### config.mk
export PLATFORM = sky130hd
export DESIGN_NAME = sync_length_xor_deframer
export DESIGN_NICKNAME = d
export VERILOG_FILES = /design/src/sld_pkg.sv /design/src/sld_cfg.sv /design/src/sld_parse.sv /design/src/sync_length_xor_deframer.sv
export SDC_FILE = /design/constraint.sdc
export NUM_CORES = 1
export LEC_CHECK = 0
export ABC_AREA = 1
export BUFFER_PORTS_ARGS = -buffer_cell sky130_fd_sc_hd__buf_2
export CORE_MARGIN = 2
export CORE_UTILIZATION = 51
export DETAILED_ROUTE_END_ITERATION = 10
export PLACE_DENSITY = 0.66
export RECOVER_POWER = 25
export SLEW_MARGIN = 10
export SYNTH_ARGS = -nofsm -noshare
export SYNTH_HDL_FRONTEND = slang
export SYNTH_SLANG_ARGS = --single-unit
### constraint.sdc
create_clock -name clk -period 3.9 [get_ports clk]
set_input_delay 0.78 -clock clk [delete_from_list [all_inputs] [get_ports clk]]
set_output_delay 0.78 -clock clk [all_outputs]
set_load 0.03 [all_outputs]
### src/sld_pkg.sv
`default_nettype none
package sld_pkg;

  localparam int unsigned ByteW = 8;
  localparam int unsigned KindW = 2;
  localparam int unsigned CfgIdxW = 3;

  // result kinds
  localparam logic [KindW-1:0] KIND_DATA  = 2'd0;
  localparam logic [KindW-1:0] KIND_GOOD  = 2'd1;
  localparam logic [KindW-1:0] KIND_BAD   = 2'd2;
  localparam logic [KindW-1:0] KIND_IDENT = 2'd3;

  // configuration register indexes
  localparam logic [CfgIdxW-1:0] REG_SYNC_FIRST  = 3'd0;
  localparam logic [CfgIdxW-1:0] REG_SYNC_SECOND = 3'd1;
  localparam logic [CfgIdxW-1:0] REG_MAX_LENGTH  = 3'd2;
  localparam logic [CfgIdxW-1:0] REG_QUERY_BYTE  = 3'd3;

  // configuration reset values
  localparam logic [ByteW-1:0] SYNC_FIRST_RST  = 8'hA5;
  localparam logic [ByteW-1:0] SYNC_SECOND_RST = 8'h5A;
  localparam logic [ByteW-1:0] MAX_LENGTH_RST  = 8'd250;
  localparam logic [ByteW-1:0] QUERY_BYTE_RST  = 8'h3F;

  typedef struct packed {
    logic [ByteW-1:0] sync_first;
    logic [ByteW-1:0] sync_second;
    logic [ByteW-1:0] max_length;
    logic [ByteW-1:0] query_byte;
  } cfg_t;

  typedef struct packed {
    logic [KindW-1:0] kind;
    logic [ByteW-1:0] data;
    logic [ByteW-1:0] length;
  } result_t;

endpackage
`default_nettype wire

### src/sld_cfg.sv
`default_nettype none
module sld_cfg (
  input  wire logic                       clk,
  input  wire logic                       rst_n,
  input  wire logic                       cfg_we,
  input  wire logic [sld_pkg::CfgIdxW-1:0] cfg_index,
  input  wire logic [sld_pkg::ByteW-1:0]   cfg_data,
  output sld_pkg::cfg_t                   cfg
);
  import sld_pkg::*;

  cfg_t cfg_r, cfg_nxt;

  // register file write decode; unknown indexes are dropped
  always_comb begin
    cfg_nxt = cfg_r;
    if (cfg_we) begin
      case (cfg_index)
        REG_SYNC_FIRST:  cfg_nxt.sync_first  = cfg_data;
        REG_SYNC_SECOND: cfg_nxt.sync_second = cfg_data;
        REG_MAX_LENGTH:  cfg_nxt.max_length  = cfg_data;
        REG_QUERY_BYTE:  cfg_nxt.query_byte  = cfg_data;
        default:         cfg_nxt = cfg_r;
      endcase
    end
  end

  always_ff @(posedge clk) begin
    if (!rst_n) begin
      cfg_r.sync_first  <= SYNC_FIRST_RST;
      cfg_r.sync_second <= SYNC_SECOND_RST;
      cfg_r.max_length  <= MAX_LENGTH_RST;
      cfg_r.query_byte  <= QUERY_BYTE_RST;
    end else begin
      cfg_r <= cfg_nxt;
    end
  end

  assign cfg = cfg_r;

endmodule
`default_nettype wire

### src/sld_parse.sv
`default_nettype none
module sld_parse (
  input  wire logic                     clk,
  input  wire logic                     rst_n,
  input  sld_pkg::cfg_t                 cfg,
  input  wire logic                     item_valid,
  input  wire logic [sld_pkg::ByteW-1:0] item_byte,
  output logic                          item_take,
  output logic                          res_valid,
  input  wire logic                     res_ready,
  output sld_pkg::result_t              res
);
  import sld_pkg::*;

  localparam logic [2:0] PH_SYNC1   = 3'd0;
  localparam logic [2:0] PH_SYNC2   = 3'd1;
  localparam logic [2:0] PH_LENGTH  = 3'd2;
  localparam logic [2:0] PH_PAYLOAD = 3'd3;
  localparam logic [2:0] PH_CHECK   = 3'd4;

  logic [2:0]       phase_r, phase_nxt;
  logic [ByteW-1:0] len_r, len_nxt;
  logic [ByteW-1:0] cnt_r, cnt_nxt;
  logic [ByteW-1:0] chk_r, chk_nxt;
  logic             res_valid_r, res_valid_nxt;
  result_t          res_r, res_nxt;
  logic             emit;
  result_t          step_res;
  logic [ByteW:0]   cnt_inc;

  // result register frees up when empty or being drained
  assign item_take = item_valid && (!res_valid_r || res_ready);
  assign cnt_inc   = {1'b0, cnt_r} + {{ByteW{1'b0}}, 1'b1};

  // one parse step per byte
  always_comb begin
    phase_nxt = phase_r;
    len_nxt   = len_r;
    cnt_nxt   = cnt_r;
    chk_nxt   = chk_r;
    emit      = 1'b0;
    step_res  = '0;
    case (phase_r)
      PH_SYNC2: begin
        phase_nxt = (item_byte == cfg.sync_second) ? PH_LENGTH : PH_SYNC1;
      end
      PH_LENGTH: begin
        if (item_byte == '0 || item_byte > cfg.max_length) begin
          phase_nxt = PH_SYNC1;
        end else begin
          len_nxt   = item_byte;
          cnt_nxt   = '0;
          chk_nxt   = item_byte;
          phase_nxt = PH_PAYLOAD;
        end
      end
      PH_PAYLOAD: begin
        chk_nxt = chk_r ^ item_byte;
        cnt_nxt = cnt_inc[ByteW-1:0];
        if (cnt_inc >= {1'b0, len_r}) phase_nxt = PH_CHECK;
        emit            = 1'b1;
        step_res.kind   = KIND_DATA;
        step_res.data   = item_byte;
        step_res.length = len_r;
      end
      PH_CHECK: begin
        phase_nxt       = PH_SYNC1;
        emit            = 1'b1;
        step_res.kind   = (chk_r == item_byte) ? KIND_GOOD : KIND_BAD;
        step_res.length = len_r;
      end
      default: begin
        // hunting; query match wins over first sync
        phase_nxt = PH_SYNC1;
        if (item_byte == cfg.query_byte) begin
          emit          = 1'b1;
          step_res.kind = KIND_IDENT;
        end else if (item_byte == cfg.sync_first) begin
          phase_nxt = PH_SYNC2;
        end
      end
    endcase
  end

  // output register
  always_comb begin
    res_valid_nxt = res_valid_r;
    res_nxt       = res_r;
    if (res_ready) res_valid_nxt = 1'b0;
    if (item_take && emit) begin
      res_valid_nxt = 1'b1;
      res_nxt       = step_res;
    end
  end

  always_ff @(posedge clk) begin
    if (!rst_n) begin
      phase_r     <= PH_SYNC1;
      len_r       <= '0;
      cnt_r       <= '0;
      chk_r       <= '0;
      res_valid_r <= 1'b0;
    end else begin
      res_valid_r <= res_valid_nxt;
      if (item_take) begin
        phase_r <= phase_nxt;
        len_r   <= len_nxt;
        cnt_r   <= cnt_nxt;
        chk_r   <= chk_nxt;
      end
    end
  end

  always_ff @(posedge clk) begin
    res_r <= res_nxt;
  end

  assign res_valid = res_valid_r;
  assign res       = res_r;

endmodule
`default_nettype wire

### src/sync_length_xor_deframer.sv
// Each byte passes the input register and then the result register on its way to a result beat.
// Throughput: one byte per cycle while out_ready does not stall the result register; the parse
// step is a single combinational state update between the two registers.
// Bytes that close no result (sync, length, aborts) give no output beat.
// Reset (rst_n low, synchronous) returns to sync hunting, empties both
// registers and loads the default sync, length limit and query values.
`default_nettype none
module sync_length_xor_deframer (
  input  wire logic                       clk,
  input  wire logic                       rst_n,
  input  wire logic                       cfg_we,
  input  wire logic [sld_pkg::CfgIdxW-1:0] cfg_index,
  input  wire logic [sld_pkg::ByteW-1:0]   cfg_data,
  input  wire logic                       in_valid,
  output logic                            in_ready,
  input  wire logic [sld_pkg::ByteW-1:0]   in_rx_byte,
  output logic                            out_valid,
  input  wire logic                       out_ready,
  output logic [sld_pkg::KindW-1:0]       out_kind,
  output logic [sld_pkg::ByteW-1:0]       out_byte,
  output logic [sld_pkg::ByteW-1:0]       out_frame_length
);
  import sld_pkg::*;

  cfg_t             cfg;
  result_t          res;
  logic             in_valid_r, in_valid_nxt;
  logic [ByteW-1:0] in_byte_r;
  logic             item_take;

  sld_cfg u_cfg (
    .clk       (clk),
    .rst_n     (rst_n),
    .cfg_we    (cfg_we),
    .cfg_index (cfg_index),
    .cfg_data  (cfg_data),
    .cfg       (cfg)
  );

  // input register
  assign in_ready = !in_valid_r || item_take;

  always_comb begin
    in_valid_nxt = in_valid_r;
    if (item_take) in_valid_nxt = 1'b0;
    if (in_valid && in_ready) in_valid_nxt = 1'b1;
  end

  always_ff @(posedge clk) begin
    if (!rst_n) begin
      in_valid_r <= 1'b0;
    end else begin
      in_valid_r <= in_valid_nxt;
    end
  end

  always_ff @(posedge clk) begin
    if (in_valid && in_ready) in_byte_r <= in_rx_byte;
  end

  sld_parse u_parse (
    .clk        (clk),
    .rst_n      (rst_n),
    .cfg        (cfg),
    .item_valid (in_valid_r),
    .item_byte  (in_byte_r),
    .item_take  (item_take),
    .res_valid  (out_valid),
    .res_ready  (out_ready),
    .res        (res)
  );

  assign out_kind         = res.kind;
  assign out_byte         = res.data;
  assign out_frame_length = res.length;

endmodule
`default_nettype wire

==> impl_results.md <==
- Synth warnings: 0
- Type of the most critical hold path: flop to flop
- Tot GR Track Use: between 20 and 25%
- CTS Root Cell: clkbuf_8
- Row cnt: 33
- R2R depth: 8
- DP HPWL: roughly 6800 um
- Hold_buf cts: 0
- Crit-path max FO: 18
- Mapped Cells: approximately 540
- Peak VDD IR: 0.000187 V
- Clock sinks: between 80 and 90
- Power Density: about 360 mW/mm2
- Unrepaired setup endpoints after global routing: no
- Routed vias/inst: ~5
- Total inserted antenna cells: 0
- Finish-stage setup viols: 0
- Max Slew Vio Count: 0
- GR Util met2: 35.6%
- Num CTS Buffers: 9
- Area grow syn2layout: 8.10%
- Status: finished, final reports clean
- PortBufs: 43
- LEAKAGE: about 2.3 nW
- Met3 usage in global routing: ~3.6%
- Arr. time, crit path: 2.75 ns
- Crit Path Class: flop to flop
- R2r endpoint: u_parse.res[17]
- Initial core utilization: approximately 53%
- Post-Syn Area: approximately 0.0044 mm2
- CTS clk-pin slew, worst paths: ~0.080 ns
- R2R setup slack: approximately 1.1 ns
- CP endpoint kind: flop
- CP Launch Point: u_parse.phase_r[2]
- Power, Total: about 1.7 mW
- Avg Cell Area, Syn: roughly 8.0 um2
- Die Y: roughly 96 um
- H-tree depth: 3
- Crit path time final: ~2.8 ns
- End of the critical path: u_parse.res[17]
- Vias: ~3500
- Post-CTS setup buffers: 0
- Gpl congestion: 0.855
- Post-synth top flop: dfxtp_1
- WP depth: 8
- Routed Wire Length: 9530 um
- GRT met1 Usage: 29.5%
- 1st-pass router iterations: 5
- TritonCTS clock tree: yes
- Post-route ant nets: 0
- Critical path launch point type: flop
- Reg-to-reg startpoint: u_parse.phase_r[2]
- Max-Cap Viols: 0
- Final worst-path cycle share: 70.6%
- Vias in the first global route: around 3300
- Maximum number of pins on one net before global-route repair: 54
- Post-route DRC violation count: 0
- DIE AREA: approximately 0.0093 mm2
- Worst Path Buf+Inv: 3
- Fin Clk Skew: 0.0105 ns
- CP cell instances: inv_1 -> nand3_1 -> nand2_1 -> inv_1 -> nand3_2 -> nor2_1 -> o21ai_1 -> inv_1
- Synthesized Nets: 584
- Post-synth EDFFs: 26
- CTS Buffer Depth: 2
- Cells on Worst Hold Path: 2
- First-pass GRT wire length: roughly 16000 um
- Gates resized, CTS repair: 0
- Routed wire per std cell: between 10 and 15 um
- Async SR Flop Fraction: 0%
- Layout net count: about 620
- Busiest metal layer after global routing: met2
- GRT overflow: 0
- Core Footprint: roughly 0.0083 mm2
- I/O pin total: 44
- Crit path required time: roughly 3.9 ns
- Slew @ Worst Pin: about 0.77 ns
- Crit-path slowest cell: inv_1
- Slowest stage delay, CP: approximately 0.55 ns
- CP dominant cell by count: inv_1
- Fmax: roughly 360 MHz
- Share of layout cells above drive strength 1: roughly an eighth
- DR iter-0 viols: between 200 and 250
- Endpoints failing hold: 0
- Crit path max-delay family: simple AND/OR/NAND/NOR gates
- Synth unique cells: 31
- Initial antenna violation count: 0
- Die Span X: a little under 100 um
- Setup_tns: 0 ns
- Seq cells post-synth: between 80 and 90
- Clk_lat worst skew: 0.36 ns
- Register area share after synthesis: 45.9%
- Max-Slew Margin vs Limit: around half
-- kinds of logic (layout without fill, tap and decap cells) --
logic type,after synthesis,count (layout),synth area share (%)
AND/OR/NAND/NOR,261,261,25.9
flip-flops,87,87,45.9
buffers and inverters,83,120,8.93
AO/OA/AOI/OAI,60,60,7.32
XOR/XNOR,35,35,7.03
adder cells (fa/ha/maj),17,17,4.88
-- cells in the mapped netlist (2+ instances only) --
library cell,instances,area (um2)
xor2_1,24,210
nor3_1,2,10.0
nand3b_1,9,67.6
inv_2,12,45.0
edfxtp_1,26,781
buf_2,3,15.0
buf_6,5,56.3
nand4_1,5,31.3
o21ai_0,24,120
nor2_1,80,300
inv_1,45,169
o211ai_1,6,45.0
buf_4,9,67.6
nand2_1,127,477
clkbuf_1,6,22.5
xnor2_1,11,96.3
clkinv_1,2,7.51
nand3_1,29,145
dfxtp_1,61,1220
nand3_2,3,30.0
a21oi_1,27,135
ha_1,17,213
nor4_1,2,12.5
-- area by class of cell --
class / count / area [um2]
clock buffer: 11 / 141
clock inverter: 5 / 31.3
fill: 798 / 3550
inverter: 60 / 228
multi-input combinational: 373 / 1950
sequential: 87 / 2000
tap: 105 / 131
timing repair buffer: 44 / 223
-- power by group --
group	internal (mW)	total [mW]	switching [mW]	leakage (nW)
logic	0.0572	0.160	0.103	1.42
registers	0.956	0.984	0.0281	0.739
clock network	0.249	0.573	0.324	0.0939
-- how the worst min path moves through the flow --
stage / from / slack (ns) / end
finish: u_cfg.cfg[18] / 0.48 / u_cfg.cfg[18]
global route: u_cfg.cfg[10] / 0.50 / u_cfg.cfg[10]
CTS: u_cfg.cfg[18] / 0.48 / u_cfg.cfg[18]
detailed placement: u_cfg.cfg[0] / 0.46 / u_cfg.cfg[0]
global placement: u_cfg.cfg[18] / 0.46 / u_cfg.cfg[18]
floorplan: u_cfg.cfg[10] / 0.44 / u_cfg.cfg[10]
-- through the flow --
| step | util, % | instance area, um2 | std cells | hold WS [ns] | worst slack [ns] |
|---|---|---|---|---|---|
| 2_1_floorplan | - | 4360 | 543 | 0.435 | 1.89 |
| 3_3_place_gp | 55.1 | 4550 | 669 | 0.460 | 1.60 |
| 3_5_place_dp | 55.1 | 4550 | 669 | 0.463 | 1.53 |
| 4_1_cts | 57.2 | 4720 | 685 | 0.478 | 1.53 |
| 5_1_grt | 57.0 | 4710 | 685 | 0.503 | 0.867 |
| 6_report | 57.0 | 4710 | 685 | 0.476 | 1.15 |
-- layout by cell type, fill, tap and decap left out, types with 2 or more instances in the layout --
cell,n
a21oi_1,27
buf_2,43
clkbuf_8,10
clkinv_1,2
clkinv_2,2
dfxtp_1,61
edfxtp_1,26
ha_1,17
inv_1,48
inv_2,9
inv_4,3
nand2_1,127
nand3_1,30
nand3_2,2
nand3b_1,9
nand4_1,5
nor2_1,81
nor3_1,2
nor4_1,2
o211ai_1,6
o21ai_0,24
xnor2_1,11
xor2_1,24
-- layer usage --
| layer | up-vias | share of wire, % |
|---|---|---|
| met3 | 18 | 6.0 |
| met5 | - | 0 |
| met4 | 0 | 2.3 |
| met1 | 1582 | 47 |
| met2 | 92 | 45 |
| li1 | 1793 | - |
-- registers in the layout, summed over array words and instances (netlist names) --
register           flops
u_parse.res           18
u_parse.len_r          8
u_parse.phase_r        3
in_byte_r              8
u_parse.chk_r          8
u_cfg.cfg             32
u_parse.res_valid      1
u_parse.cnt_r          8
in_valid_r             1
-- tightest hold or removal path, delay by kind of cell, from the launching register on --
kind                   cells  cell delay (ns)
buffers and inverters      1             0.06
AO/OA/AOI/OAI              1             0.05
flip-flops                 1             0.32
Power figures use the tool's default switching activity.
